File: src/hw/rtl/slrs_pkg.sv
// Package for the subgroup lane reduce/scan unit: commands, modes, states, helpers.
`timescale 1ns / 1ps
`default_nettype none
package slrs_pkg;

  localparam int unsigned LANES_DEF = 16;
  localparam logic [3:0] SHUF_MASK = 4'hF;

  localparam logic [4:0] CMD_ELECT      = 5'd0;
  localparam logic [4:0] CMD_ALL        = 5'd1;
  localparam logic [4:0] CMD_ANY        = 5'd2;
  localparam logic [4:0] CMD_ALLEQ      = 5'd3;
  localparam logic [4:0] CMD_BCAST      = 5'd4;
  localparam logic [4:0] CMD_BCASTFIRST = 5'd5;
  localparam logic [4:0] CMD_BALLOT     = 5'd6;
  localparam logic [4:0] CMD_INVBALLOT  = 5'd7;
  localparam logic [4:0] CMD_SHUF       = 5'd8;
  localparam logic [4:0] CMD_SHUFXOR    = 5'd9;
  localparam logic [4:0] CMD_SHUFUP     = 5'd10;
  localparam logic [4:0] CMD_SHUFDOWN   = 5'd11;
  localparam logic [4:0] CMD_IADD       = 5'd12;
  localparam logic [4:0] CMD_IMUL       = 5'd13;
  localparam logic [4:0] CMD_SMIN       = 5'd14;
  localparam logic [4:0] CMD_UMIN       = 5'd15;
  localparam logic [4:0] CMD_SMAX       = 5'd16;
  localparam logic [4:0] CMD_UMAX       = 5'd17;
  localparam logic [4:0] CMD_AND        = 5'd18;
  localparam logic [4:0] CMD_OR         = 5'd19;
  localparam logic [4:0] CMD_XOR        = 5'd20;
  localparam logic [4:0] CMD_LAND       = 5'd21;
  localparam logic [4:0] CMD_LOR        = 5'd22;
  localparam logic [4:0] CMD_LXOR       = 5'd23;

  localparam logic [1:0] MODE_REDUCE = 2'd0;
  localparam logic [1:0] MODE_INCL   = 2'd1;
  localparam logic [1:0] MODE_EXCL   = 2'd2;

  typedef enum logic [2:0] {
    ST_LOAD, ST_PASS, ST_RD, ST_EMIT, ST_WAIT
  } slrs_state_t;

  // Controller to datapath commands
  typedef struct packed {
    logic load;       // write the incoming lane
    logic pass_clr;   // restart the accumulation pass
    logic pass_step;  // fold the current lane, advance the index
    logic rd_issue;   // issue the read for the current emit lane
    logic out_load;   // capture the result into the output register
    logic out_clr;    // result taken
  } slrs_cmd_t;

  // Datapath to controller status
  typedef struct packed {
    logic load_last;  // the lane being loaded is the final one
    logic pass_last;  // the pass index is at the final lane
    logic emit_last;  // the emit index is at the final lane
    logic out_full;   // output register holds a result
  } slrs_sts_t;

  function automatic logic [31:0] red_identity(input logic [4:0] op);
    logic [31:0] r;
    unique case (op)
      CMD_IMUL:           r = 32'd1;
      CMD_SMIN:           r = 32'h7FFF_FFFF;
      CMD_UMIN:           r = '1;
      CMD_SMAX:           r = 32'h8000_0000;
      CMD_AND, CMD_LAND:  r = '1;
      default:            r = '0;
    endcase
    return r;
  endfunction

endpackage
`default_nettype wire

File: src/hw/rtl/slrs_ram.sv
// Generic single-port-write, single-port-read RAM with registered read data.
`timescale 1ns / 1ps
`default_nettype none
module slrs_ram #(
  parameter int unsigned WIDTH = 32,
  parameter int unsigned DEPTH = 16
) (
  input  wire logic                     clk,
  input  wire logic                     wr_en,
  input  wire logic [$clog2(DEPTH)-1:0] wr_addr,
  input  wire logic [WIDTH-1:0]         wr_data,
  input  wire logic [$clog2(DEPTH)-1:0] rd_addr,
  output      logic [WIDTH-1:0]         rd_data
);
  logic [WIDTH-1:0] mem [DEPTH];

  // Write and registered read
  always_ff @(posedge clk) begin
    if (wr_en) begin
      mem[wr_addr] <= wr_data;
    end
    rd_data <= mem[rd_addr];
  end
endmodule
`default_nettype wire

File: src/hw/rtl/slrs_ctrl.sv
// Controller state machine: load, accumulation pass, emit sequence.
`timescale 1ns / 1ps
`default_nettype none
module slrs_ctrl import slrs_pkg::*; (
  input  wire logic      clk,
  input  wire logic      rst_n,
  input  wire logic      in_valid,
  output      logic      in_stall,
  output      logic      out_valid,
  input  wire logic      out_stall,
  input  wire slrs_sts_t sts,
  output      slrs_cmd_t cmd
);
  slrs_state_t state_r, state_nxt;

  // Next state
  always_comb begin
    state_nxt = state_r;
    unique case (state_r)
      ST_LOAD: if (in_valid && sts.load_last) state_nxt = ST_PASS;
      ST_PASS: if (sts.pass_last) state_nxt = ST_RD;
      ST_RD:   state_nxt = ST_EMIT;
      ST_EMIT: state_nxt = ST_WAIT;
      ST_WAIT: begin
        if (!out_stall) begin
          state_nxt = sts.emit_last ? ST_LOAD : ST_RD;
        end
      end
      default: state_nxt = ST_LOAD;
    endcase
  end

  // Outputs
  always_comb begin
    cmd       = '0;
    in_stall  = 1'b1;
    out_valid = 1'b0;
    unique case (state_r)
      ST_LOAD: begin
        in_stall = 1'b0;
        cmd.load = in_valid;
        cmd.pass_clr = in_valid && sts.load_last;
      end
      ST_PASS: cmd.pass_step = 1'b1;
      ST_RD:   cmd.rd_issue = 1'b1;
      ST_EMIT: cmd.out_load = 1'b1;
      ST_WAIT: begin
        out_valid   = 1'b1;
        cmd.out_clr = !out_stall;
      end
      default: ;
    endcase
  end

  always_ff @(posedge clk) begin
    if (!rst_n) state_r <= ST_LOAD;
    else        state_r <= state_nxt;
  end

  // Output valid follows the full flag of the datapath register
  a_full: assert property (@(posedge clk) disable iff (!rst_n)
    out_valid |-> sts.out_full) else $error("valid without result");
  a_noin: assert property (@(posedge clk) disable iff (!rst_n)
    out_valid |-> in_stall) else $error("input open during emit");
  a_pass: assert property (@(posedge clk) disable iff (!rst_n)
    (state_r == ST_PASS && sts.pass_last) |=> state_r == ST_RD)
    else $error("pass did not end");
endmodule
`default_nettype wire

File: src/hw/rtl/slrs_dp.sv
// Datapath: lane stores, masks, accumulation pass and per-lane result logic.
`timescale 1ns / 1ps
`default_nettype none
module slrs_dp import slrs_pkg::*; #(
  parameter int unsigned LANES = LANES_DEF
) (
  input  wire logic        clk,
  input  wire logic        rst_n,
  input  wire slrs_cmd_t   cmd,
  output      slrs_sts_t   sts,
  input  wire logic [4:0]  in_cmd,
  input  wire logic [1:0]  in_scan_mode,
  input  wire logic        in_lane_active,
  input  wire logic        in_lane_pred,
  input  wire logic [31:0] in_lane_value,
  input  wire logic [31:0] in_lane_param,
  output      logic [3:0]  out_lane_index,
  output      logic [31:0] out_lane_result,
  output      logic        out_last_lane
);
  localparam int unsigned IW = $clog2(LANES);
  localparam logic [IW-1:0] LAST = IW'(LANES - 1);

  logic [IW-1:0]    load_idx_r, pass_idx_r, emit_idx_r;
  logic [IW-1:0]    load_idx_nxt, pass_idx_nxt, emit_idx_nxt;
  logic [LANES-1:0] act_r, pred_r, act_nxt, pred_nxt;
  logic [4:0]       gcmd_r, gcmd_nxt;
  logic [1:0]       gmode_r, gmode_nxt;
  logic [31:0]      acc_r, acc_nxt, first_val_r, first_val_nxt, bcast_id_r, bcast_id_nxt;
  logic             found_r, found_nxt, eq_r, eq_nxt;
  logic [IW-1:0]    first_r, first_nxt;
  logic [31:0]      post_r, post_nxt;
  logic             out_full_r, out_full_nxt;
  logic [31:0]      res_r, res_nxt;
  logic [IW-1:0]    oidx_r, oidx_nxt;
  logic             olast_r, olast_nxt;

  // RAM ports
  logic [IW-1:0] val_raddr, prm_raddr, src_raddr;
  logic [31:0]   val_rdata, prm_rdata, src_rdata;
  logic [31:0]   src_full;
  logic          src_ok_r, src_ok_nxt;

  // Pass-through of lane-0 fields during load
  wire lane0 = (load_idx_r == '0);

  slrs_ram #(.WIDTH(32), .DEPTH(LANES)) u_val (
    .clk, .wr_en(cmd.load), .wr_addr(load_idx_r), .wr_data(in_lane_value),
    .rd_addr(val_raddr), .rd_data(val_rdata));
  slrs_ram #(.WIDTH(32), .DEPTH(LANES)) u_prm (
    .clk, .wr_en(cmd.load), .wr_addr(load_idx_r), .wr_data(in_lane_param),
    .rd_addr(prm_raddr), .rd_data(prm_rdata));
  // Copy of the value store for the shuffle source read
  slrs_ram #(.WIDTH(32), .DEPTH(LANES)) u_src (
    .clk, .wr_en(cmd.load), .wr_addr(load_idx_r), .wr_data(in_lane_value),
    .rd_addr(src_raddr), .rd_data(src_rdata));

  // Pass reads lanes in order; emit reads the emit lane
  assign val_raddr = cmd.rd_issue ? emit_idx_r : pass_idx_nxt;
  // Address the param store with the next emit index so the lane's param is ready at read issue
  assign prm_raddr = emit_idx_nxt;

  // Shuffle source address for the emit lane
  always_comb begin
    src_full = 32'(emit_idx_r);
    unique case (gcmd_r)
      CMD_BCAST:   src_full = bcast_id_r;
      CMD_SHUF:    src_full = {28'd0, prm_rdata[3:0] & SHUF_MASK};
      CMD_SHUFXOR: src_full = {28'd0, (4'(emit_idx_r) ^ prm_rdata[3:0]) & SHUF_MASK};
      CMD_SHUFUP:  src_full = 32'(emit_idx_r) - prm_rdata;
      CMD_SHUFDOWN: src_full = 32'(emit_idx_r) + prm_rdata;
      default:     src_full = 32'(emit_idx_r);
    endcase
  end
  assign src_raddr  = src_full[IW-1:0];
  assign src_ok_nxt = cmd.rd_issue ? (src_full < 32'(LANES)) : src_ok_r;

  // Load: masks, command, counter
  always_comb begin
    load_idx_nxt = load_idx_r;
    act_nxt = act_r;
    pred_nxt = pred_r;
    gcmd_nxt = gcmd_r;
    gmode_nxt = gmode_r;
    bcast_id_nxt = bcast_id_r;
    if (cmd.load) begin
      if (lane0) begin
        gcmd_nxt = in_cmd;
        gmode_nxt = in_scan_mode;
        bcast_id_nxt = in_lane_param;
        act_nxt = '0;
        pred_nxt = '0;
      end
      act_nxt[load_idx_r]  = in_lane_active;
      pred_nxt[load_idx_r] = in_lane_pred;
      load_idx_nxt = (load_idx_r == LAST) ? '0 : load_idx_r + 1'b1;
    end
  end

  // Accumulation pass: one lane a cycle from the value RAM
  logic [31:0] v, comb;
  logic        on;
  always_comb begin
    v  = val_rdata;
    on = act_r[pass_idx_r];
    unique case (gcmd_r)
      CMD_IMUL: comb = acc_r * v;
      CMD_SMIN: comb = ($signed(v) < $signed(acc_r)) ? v : acc_r;
      CMD_UMIN: comb = (v < acc_r) ? v : acc_r;
      CMD_SMAX: comb = ($signed(v) > $signed(acc_r)) ? v : acc_r;
      CMD_UMAX: comb = (v > acc_r) ? v : acc_r;
      CMD_AND, CMD_LAND: comb = acc_r & v;
      CMD_OR, CMD_LOR:   comb = acc_r | v;
      CMD_XOR, CMD_LXOR: comb = acc_r ^ v;
      default: comb = acc_r + v;
    endcase
  end

  always_comb begin
    pass_idx_nxt = pass_idx_r;
    acc_nxt = acc_r;
    found_nxt = found_r;
    first_nxt = first_r;
    first_val_nxt = first_val_r;
    eq_nxt = eq_r;
    if (cmd.pass_clr) begin
      pass_idx_nxt = '0;
      acc_nxt = red_identity(gcmd_nxt);
      found_nxt = 1'b0;
      first_nxt = '0;
      first_val_nxt = '0;
      eq_nxt = 1'b1;
    end else if (cmd.pass_step) begin
      if (on) begin
        acc_nxt = comb;
        if (!found_r) begin
          found_nxt = 1'b1;
          first_nxt = pass_idx_r;
          first_val_nxt = v;
        end else if (v != first_val_r) begin
          eq_nxt = 1'b0;
        end
      end
      pass_idx_nxt = (pass_idx_r == LAST) ? '0 : pass_idx_r + 1'b1;
    end
  end

  // Emit: rerun the scan from the per-lane values, one lane a step
  logic [31:0] ecomb;
  always_comb begin
    unique case (gcmd_r)
      CMD_IMUL: ecomb = post_r * val_rdata;
      CMD_SMIN: ecomb = ($signed(val_rdata) < $signed(post_r)) ? val_rdata : post_r;
      CMD_UMIN: ecomb = (val_rdata < post_r) ? val_rdata : post_r;
      CMD_SMAX: ecomb = ($signed(val_rdata) > $signed(post_r)) ? val_rdata : post_r;
      CMD_UMAX: ecomb = (val_rdata > post_r) ? val_rdata : post_r;
      CMD_AND, CMD_LAND: ecomb = post_r & val_rdata;
      CMD_OR, CMD_LOR:   ecomb = post_r | val_rdata;
      CMD_XOR, CMD_LXOR: ecomb = post_r ^ val_rdata;
      default: ecomb = post_r + val_rdata;
    endcase
  end

  logic ballot_any, ballot_all;
  logic [31:0] ballot;
  always_comb begin
    ballot = '0;
    ballot[LANES-1:0] = act_r & pred_r;
    ballot_any = |(act_r & pred_r);
    ballot_all = &(~act_r | pred_r);
  end

  always_comb begin
    emit_idx_nxt = emit_idx_r;
    post_nxt = post_r;
    res_nxt = res_r;
    oidx_nxt = oidx_r;
    olast_nxt = olast_r;
    out_full_nxt = out_full_r;
    if (cmd.pass_clr) begin
      emit_idx_nxt = '0;
      post_nxt = red_identity(gcmd_nxt);
    end
    if (cmd.out_load) begin
      post_nxt = act_r[emit_idx_r] ? ecomb : post_r;
      unique case (gcmd_r)
        CMD_ELECT:      res_nxt = {31'd0, found_r && (first_r == emit_idx_r)};
        CMD_ALL:        res_nxt = {31'd0, ballot_all};
        CMD_ANY:        res_nxt = {31'd0, ballot_any};
        CMD_ALLEQ:      res_nxt = {31'd0, eq_r};
        CMD_BCASTFIRST: res_nxt = found_r ? first_val_r : '0;
        CMD_BALLOT:     res_nxt = ballot;
        CMD_INVBALLOT:  res_nxt = {31'd0, val_rdata[emit_idx_r]};
        CMD_BCAST, CMD_SHUF, CMD_SHUFXOR, CMD_SHUFUP, CMD_SHUFDOWN:
          res_nxt = src_ok_r ? src_rdata : '0;
        default: begin
          if (gmode_r == MODE_INCL)      res_nxt = act_r[emit_idx_r] ? ecomb : post_r;
          else if (gmode_r == MODE_EXCL) res_nxt = post_r;
          else                           res_nxt = acc_r;
        end
      endcase
      oidx_nxt = emit_idx_r;
      olast_nxt = (emit_idx_r == LAST);
      out_full_nxt = 1'b1;
    end
    if (cmd.out_clr) begin
      out_full_nxt = 1'b0;
      emit_idx_nxt = (emit_idx_r == LAST) ? '0 : emit_idx_r + 1'b1;
    end
  end

  always_ff @(posedge clk) begin
    if (!rst_n) begin
      load_idx_r <= '0; pass_idx_r <= '0; emit_idx_r <= '0;
      act_r <= '0; pred_r <= '0; gcmd_r <= '0; gmode_r <= '0;
      acc_r <= '0; out_full_r <= 1'b0; found_r <= 1'b0; eq_r <= 1'b1;
      first_r <= '0;
    end else begin
      load_idx_r <= load_idx_nxt; pass_idx_r <= pass_idx_nxt;
      emit_idx_r <= emit_idx_nxt; act_r <= act_nxt; pred_r <= pred_nxt;
      gcmd_r <= gcmd_nxt; gmode_r <= gmode_nxt; acc_r <= acc_nxt;
      out_full_r <= out_full_nxt; found_r <= found_nxt; eq_r <= eq_nxt;
      first_r <= first_nxt;
    end
  end

  always_ff @(posedge clk) begin
    first_val_r <= first_val_nxt; bcast_id_r <= bcast_id_nxt;
    post_r <= post_nxt; res_r <= res_nxt;
    oidx_r <= oidx_nxt; olast_r <= olast_nxt; src_ok_r <= src_ok_nxt;
  end

  assign sts.load_last = (load_idx_r == LAST);
  assign sts.pass_last = (pass_idx_r == LAST);
  assign sts.emit_last = (emit_idx_r == LAST);
  assign sts.out_full  = out_full_r;

  assign out_lane_index  = 4'(oidx_r);
  assign out_lane_result = res_r;
  assign out_last_lane   = olast_r;

  a_idle: assert property (@(posedge clk) disable iff (!rst_n)
    cmd.load |-> !out_full_r) else $error("load while result pending");
  a_last: assert property (@(posedge clk) disable iff (!rst_n)
    (cmd.out_clr && olast_r) |=> emit_idx_r == '0) else $error("emit wrap");
  a_excl: assert property (@(posedge clk) disable iff (!rst_n)
    !(cmd.load && cmd.pass_step)) else $error("load during pass");
endmodule
`default_nettype wire

File: src/hw/rtl/subgroup_lane_reduce_scan_unit.sv
// Top level of the subgroup lane reduce/scan unit.
// Loads one lane per transaction, then runs one accumulation pass over the
// value store (one RAM read a lane), then emits one result per lane in lane
// order, each through a RAM read, the result register and a handshake that
// waits while out_stall is high. A new group is taken only once the last
// lane of the group before it has been handed over.
`timescale 1ns / 1ps
`default_nettype none
module subgroup_lane_reduce_scan_unit import slrs_pkg::*; #(
  parameter int unsigned LANES = LANES_DEF
) (
  input  wire logic        clk,
  input  wire logic        rst_n,
  input  wire logic        in_valid,
  output      logic        in_stall,
  input  wire logic [4:0]  in_cmd,
  input  wire logic [1:0]  in_scan_mode,
  input  wire logic        in_lane_active,
  input  wire logic        in_lane_pred,
  input  wire logic [31:0] in_lane_value,
  input  wire logic [31:0] in_lane_param,
  output      logic        out_valid,
  input  wire logic        out_stall,
  output      logic [3:0]  out_lane_index,
  output      logic [31:0] out_lane_result,
  output      logic        out_last_lane
);
  slrs_cmd_t cmd;
  slrs_sts_t sts;

  slrs_ctrl u_ctrl (
    .clk, .rst_n, .in_valid, .in_stall, .out_valid, .out_stall, .sts, .cmd);

  slrs_dp #(.LANES(LANES)) u_dp (
    .clk, .rst_n, .cmd, .sts, .in_cmd, .in_scan_mode, .in_lane_active,
    .in_lane_pred, .in_lane_value, .in_lane_param, .out_lane_index,
    .out_lane_result, .out_last_lane);
endmodule
`default_nettype wire

File: config.mk
export PLATFORM = sky130hd
export DESIGN_NAME = subgroup_lane_reduce_scan_unit
export DESIGN_NICKNAME = d
export VERILOG_FILES = /design/src/hw/rtl/slrs_pkg.sv /design/src/hw/rtl/slrs_ram.sv /design/src/hw/rtl/slrs_ctrl.sv /design/src/hw/rtl/slrs_dp.sv /design/src/hw/rtl/subgroup_lane_reduce_scan_unit.sv
export SDC_FILE = /design/constraint.sdc
export NUM_CORES = 2
export LEC_CHECK = 0
export BUFFER_PORTS_ARGS = -buffer_cell sky130_fd_sc_hd__buf_2
export CAP_MARGIN = 10
export CORE_MARGIN = 4
export CORE_UTILIZATION = 49
export DETAILED_ROUTE_END_ITERATION = 16
export PLACE_DENSITY = 0.67
export SYNTH_ARGS = -nofsm -noshare
export SYNTH_HDL_FRONTEND = slang
export SYNTH_SLANG_ARGS = --single-unit
File: constraint.sdc
create_clock -name clk -period 7.85 [get_ports clk]
set_input_delay 0.785 -clock clk [delete_from_list [all_inputs] [get_ports clk]]
set_output_delay 0.785 -clock clk [all_outputs]
set_load 0.01 [all_outputs]
==> results_dict.tcl <==
set metrics [dict create \
    rr_endpoint "u_dp.acc_r[29]" \
    r2r_cells 26 \
    antenna_left 0 \
    avgRoutedWirePerCell_um 28.2 \
    rrSetupSlack_ns 0.11 \
    firstDrtPassIters 10 \
    routed.top_layer "met5" \
    synth-edff-count 1094 \
    synth_cell_types 98 \
    leakage_uw 0.0436 \
    die_height_um 454 \
    vias 80100 \
    row_count 163 \
    ios 116 \
    design_area_sq_um 109000 \
    outcome "finished clean" \
    drc 0 \
    wl_met3_um 40700 \
    p_per_area_nw_per_um2 475 \
    slew_headroom 0.0202 \
    hp-class "input port to flop" \
    initial_core_util 0.493 \
    die_x_um 454 \
    yosysSeqAreaShare 0.383 \
    drt_iter0_drc 9666 \
    postRouteWirelength_um 359000 \
    critical_path_arrival_ns 8.38 \
    synth_top_area_frac 0.337 \
    synthArstFlopShare 0 \
    crit_end "u_dp.acc_r[29]" \
    max_freq_ghz 0.129 \
    synth_ff_type "edfxtp_1" \
    place_congestion 1.06 \
    yosysWarnings 0 \
    grt_pass1_vias 78500 \
    core_area_sq_um 197000 \
    path_clk_slew_ns 0.06 \
    fillers 17100 \
    drive_gt1_frac 0.109 \
    placed_area_sq_um 103000 \
    worst_pin_slew_ns 1.47 \
    finalPower_uw 51800 \
    timing.rr.start "u_dp.u_val.rd_data[1]" \
    max-clock-path-buffers 3 \
    yosysMostFrequentCell "nand2_1" \
    grt_max_degree 138 \
    vias_per_cell 6.29 \
    rsz0062_at_grt "yes" \
    fin_crit_sh 0.987 \
    synth_nets 11200 \
    synth_common_cells "nand2_1 (1416), edfxtp_1 (1094), inv_1 (1063), fa_1 (819), nor2_1 (720)" \
    drv_slew 0 \
    cts_sinks 1314 \
    antenna_found_initial 46 \
    fin_skew_ns 0.0457 \
    critical_path_class "flop to flop" \
    clock_latency_ns 0.82 \
    dr_wl_met2_um 159000 \
    syn_inst 9820 \
    numPortBuffers 115 \
    cp_max_fo 17 \
    synth_seq_cells 1314 \
    setup_viol 0 \
    ir_drop_mv 2.28 \
    cp-startpoint "u_dp.u_val.rd_data[1]" \
    hpwl_um 248000 \
    cts_buffers 135 \
    nets 11300 \
    drt-met1-wl_um 134000 \
    yosysTopAreaCell "edfxtp_1" \
    syn_to_final_growth_pct 12.1 \
    tritoncts "built" \
    endpoint_kind "flop" \
    grt_pass1_wl_um 521000 \
    critPathRequiredTime_ns 8.49 \
    h-tree-depth 4 \
    overflow 0 \
    synth_area_leaders "edfxtp_1 (34%), fa_1 (17%), ha_1 (5.8%)" \
    track_usage 0.342 \
    timing.final.hold_violations 0 \
    startpoint_type "flop" \
    finalWorstPathRequiredPeriod_ns 7.74 \
    avgSynthCellArea_sq_um 9.92 \
    cts_root_buffer "clkbuf_16" \
    synth_area_sq_um 97400 \
    die-area_sq_um 206000 \
    cap_violations 0 \
]
[critical path, cell delays in order, from the launching register on]
cell and delay, ns:
dfxtp_2 0.66, buf_6 0.28, inv_2 0.10, buf_6 0.19, buf_12 0.19, buf_4 0.21, nor2_1 0.45, fa_1 0.49
inv_1 0.08, fa_1 0.41, inv_1 0.12, fa_1 0.43, fa_1 0.50, fa_1 0.50, fa_1 0.53, inv_1 0.06
fa_1 0.47, inv_1 0.05, ha_1 0.33, a21o_1 0.21, nor3_1 0.16, a21oi_1 0.11, buf_4 0.17, a31oi_1 0.30
xnor2_1 0.12, a221oi_1 0.29, a211oi_1 0.08
[placed cells by master (no fill, tap or decap), types with 53 or more instances in the layout]
cell type  netlist  layout
nor2_1         720     691
a221oi_1        73      71
xnor2_1        177     170
nand3_1         66      62
a311oi_1       132     132
dfxtp_1        220     202
clkbuf_16        0     143
mux2i_1         88      87
xor2_1          99      97
nand2_1       1416    1414
a211oi_1       571     568
ha_1           449     445
inv_1         1063    1052
edfxtp_1      1094    1094
nor2b_1         69      68
a22oi_1         54      53
fa_1           819     815
buf_2            4     116
a21o_1          56      54
and2_1         370     369
a31oi_1        227     225
o21ai_0        202     196
a21oi_1        465     446
buf_4            0     499
[routing by layer]
metal  track usage  up-vias
li1              -    34100
met1         0.433    39800
met2         0.524     4969
met3         0.101     1221
met4         0.195       16
met5             0        -
[timing repair]
action / CTS / global route
setup endpoints to repair: 12 / 30
pin swaps: 2 / 48
setup buffers: 0 / 24
resized for setup: 23 / 134
hold buffers: 0 / 0
gates cloned: 0 / 4
[where the power goes]
| group | internal (uW) | switching [uW] |
|---|---|---|
| Sequential | 7710 | 180 |
| Clock | 3780 | 2840 |
| Combinational | 16100 | 21200 |
[layout make-up]
| cell class | instances | area (sq um) | area share |
|---|---|---|---|
| sequential | 1314 | 37300 | 0.342 |
| multi-input combinational | 6726 | 54200 | 0.497 |
| clock inverter | 62 | 786 | 0.00720 |
| antenna | 39 | 97.6 | 0.000894 |
| clock buffer | 186 | 3740 | 0.0342 |
| timing repair buffer | 687 | 5600 | 0.0513 |
| tap | 2640 | 3300 | 0.0303 |
| inverter | 1090 | 4120 | 0.0378 |
[kinds of logic (layout without fill, tap and decap cells)]
logic type / after synthesis / after routing / synth area share
simple gates: 2923 / 2923 / 0.133
compound gates: 2157 / 2157 / 0.153
buf+inv: 1780 / 2025 / 0.0690
flops: 1314 / 1314 / 0.383
fa+ha+maj: 1268 / 1268 / 0.226
xor+xnor: 277 / 277 / 0.0251
mux: 101 / 101 / 0.0116
other cells: 0 / 39 / 0
[sequential cells by signal, indices dropped and copies added, names as in the netlist]
register / count
u_ctrl.state_r: 3
u_dp.u_src.mem: 416
u_dp.acc_r: 32
u_dp.u_val.mem: 96
u_dp.first_val_r: 32
u_dp.out_last_lane: 1
u_dp.pred_r: 16
u_dp.act_r: 16
u_dp.post_r: 32
u_dp.u_prm.mem: 512
u_dp.out_lane_result: 32
u_dp.pass_idx_r: 4
u_dp.gmode_r: 2
u_dp.src_ok_r: 1
u_dp.found_r: 1
u_dp.u_src.rd_data: 32
u_dp.gcmd_r: 5
u_dp.u_val.rd_data: 32
u_dp.u_prm.rd_data: 32
u_dp.first_r: 4
u_dp.eq_r: 1
u_dp.emit_idx_r: 4
u_dp.out_lane_index: 4
u_dp.load_idx_r: 4
[stage by stage]
step                      hold slack, ns  instances  TNS, ns  setup slack (ns)   util
after floorplan                    0.427       9820        0            0.0187      -
after global placement             0.476      12400   -0.510            -0.202  0.524
after detailed placement           0.476      12400    -1.10            -0.266  0.524
after CTS                          0.220      12700        0           0.00659  0.548
after global routing               0.270      12700   -0.222           -0.0755  0.552
final                              0.279      12700        0             0.106  0.553
[worst min path at each step]
| stage | startpoint | to | slack (ns) | depth (start not counted) |
|---|---|---|---|---|
| floorplan | u_dp.eq_r | u_dp.eq_r | 0.43 | 1 |
| CTS | in_cmd[4] | u_dp.gcmd_r[4] | 0.22 | 3 |
| detailed placement | u_dp.eq_r | u_dp.eq_r | 0.48 | 1 |
| finish | in_cmd[4] | u_dp.gcmd_r[4] | 0.28 | 3 |
| global route | in_cmd[0] | u_dp.gcmd_r[0] | 0.27 | 3 |
| global placement | u_dp.eq_r | u_dp.eq_r | 0.48 | 1 |
Note: power is estimated with default switching activity, not from simulation.
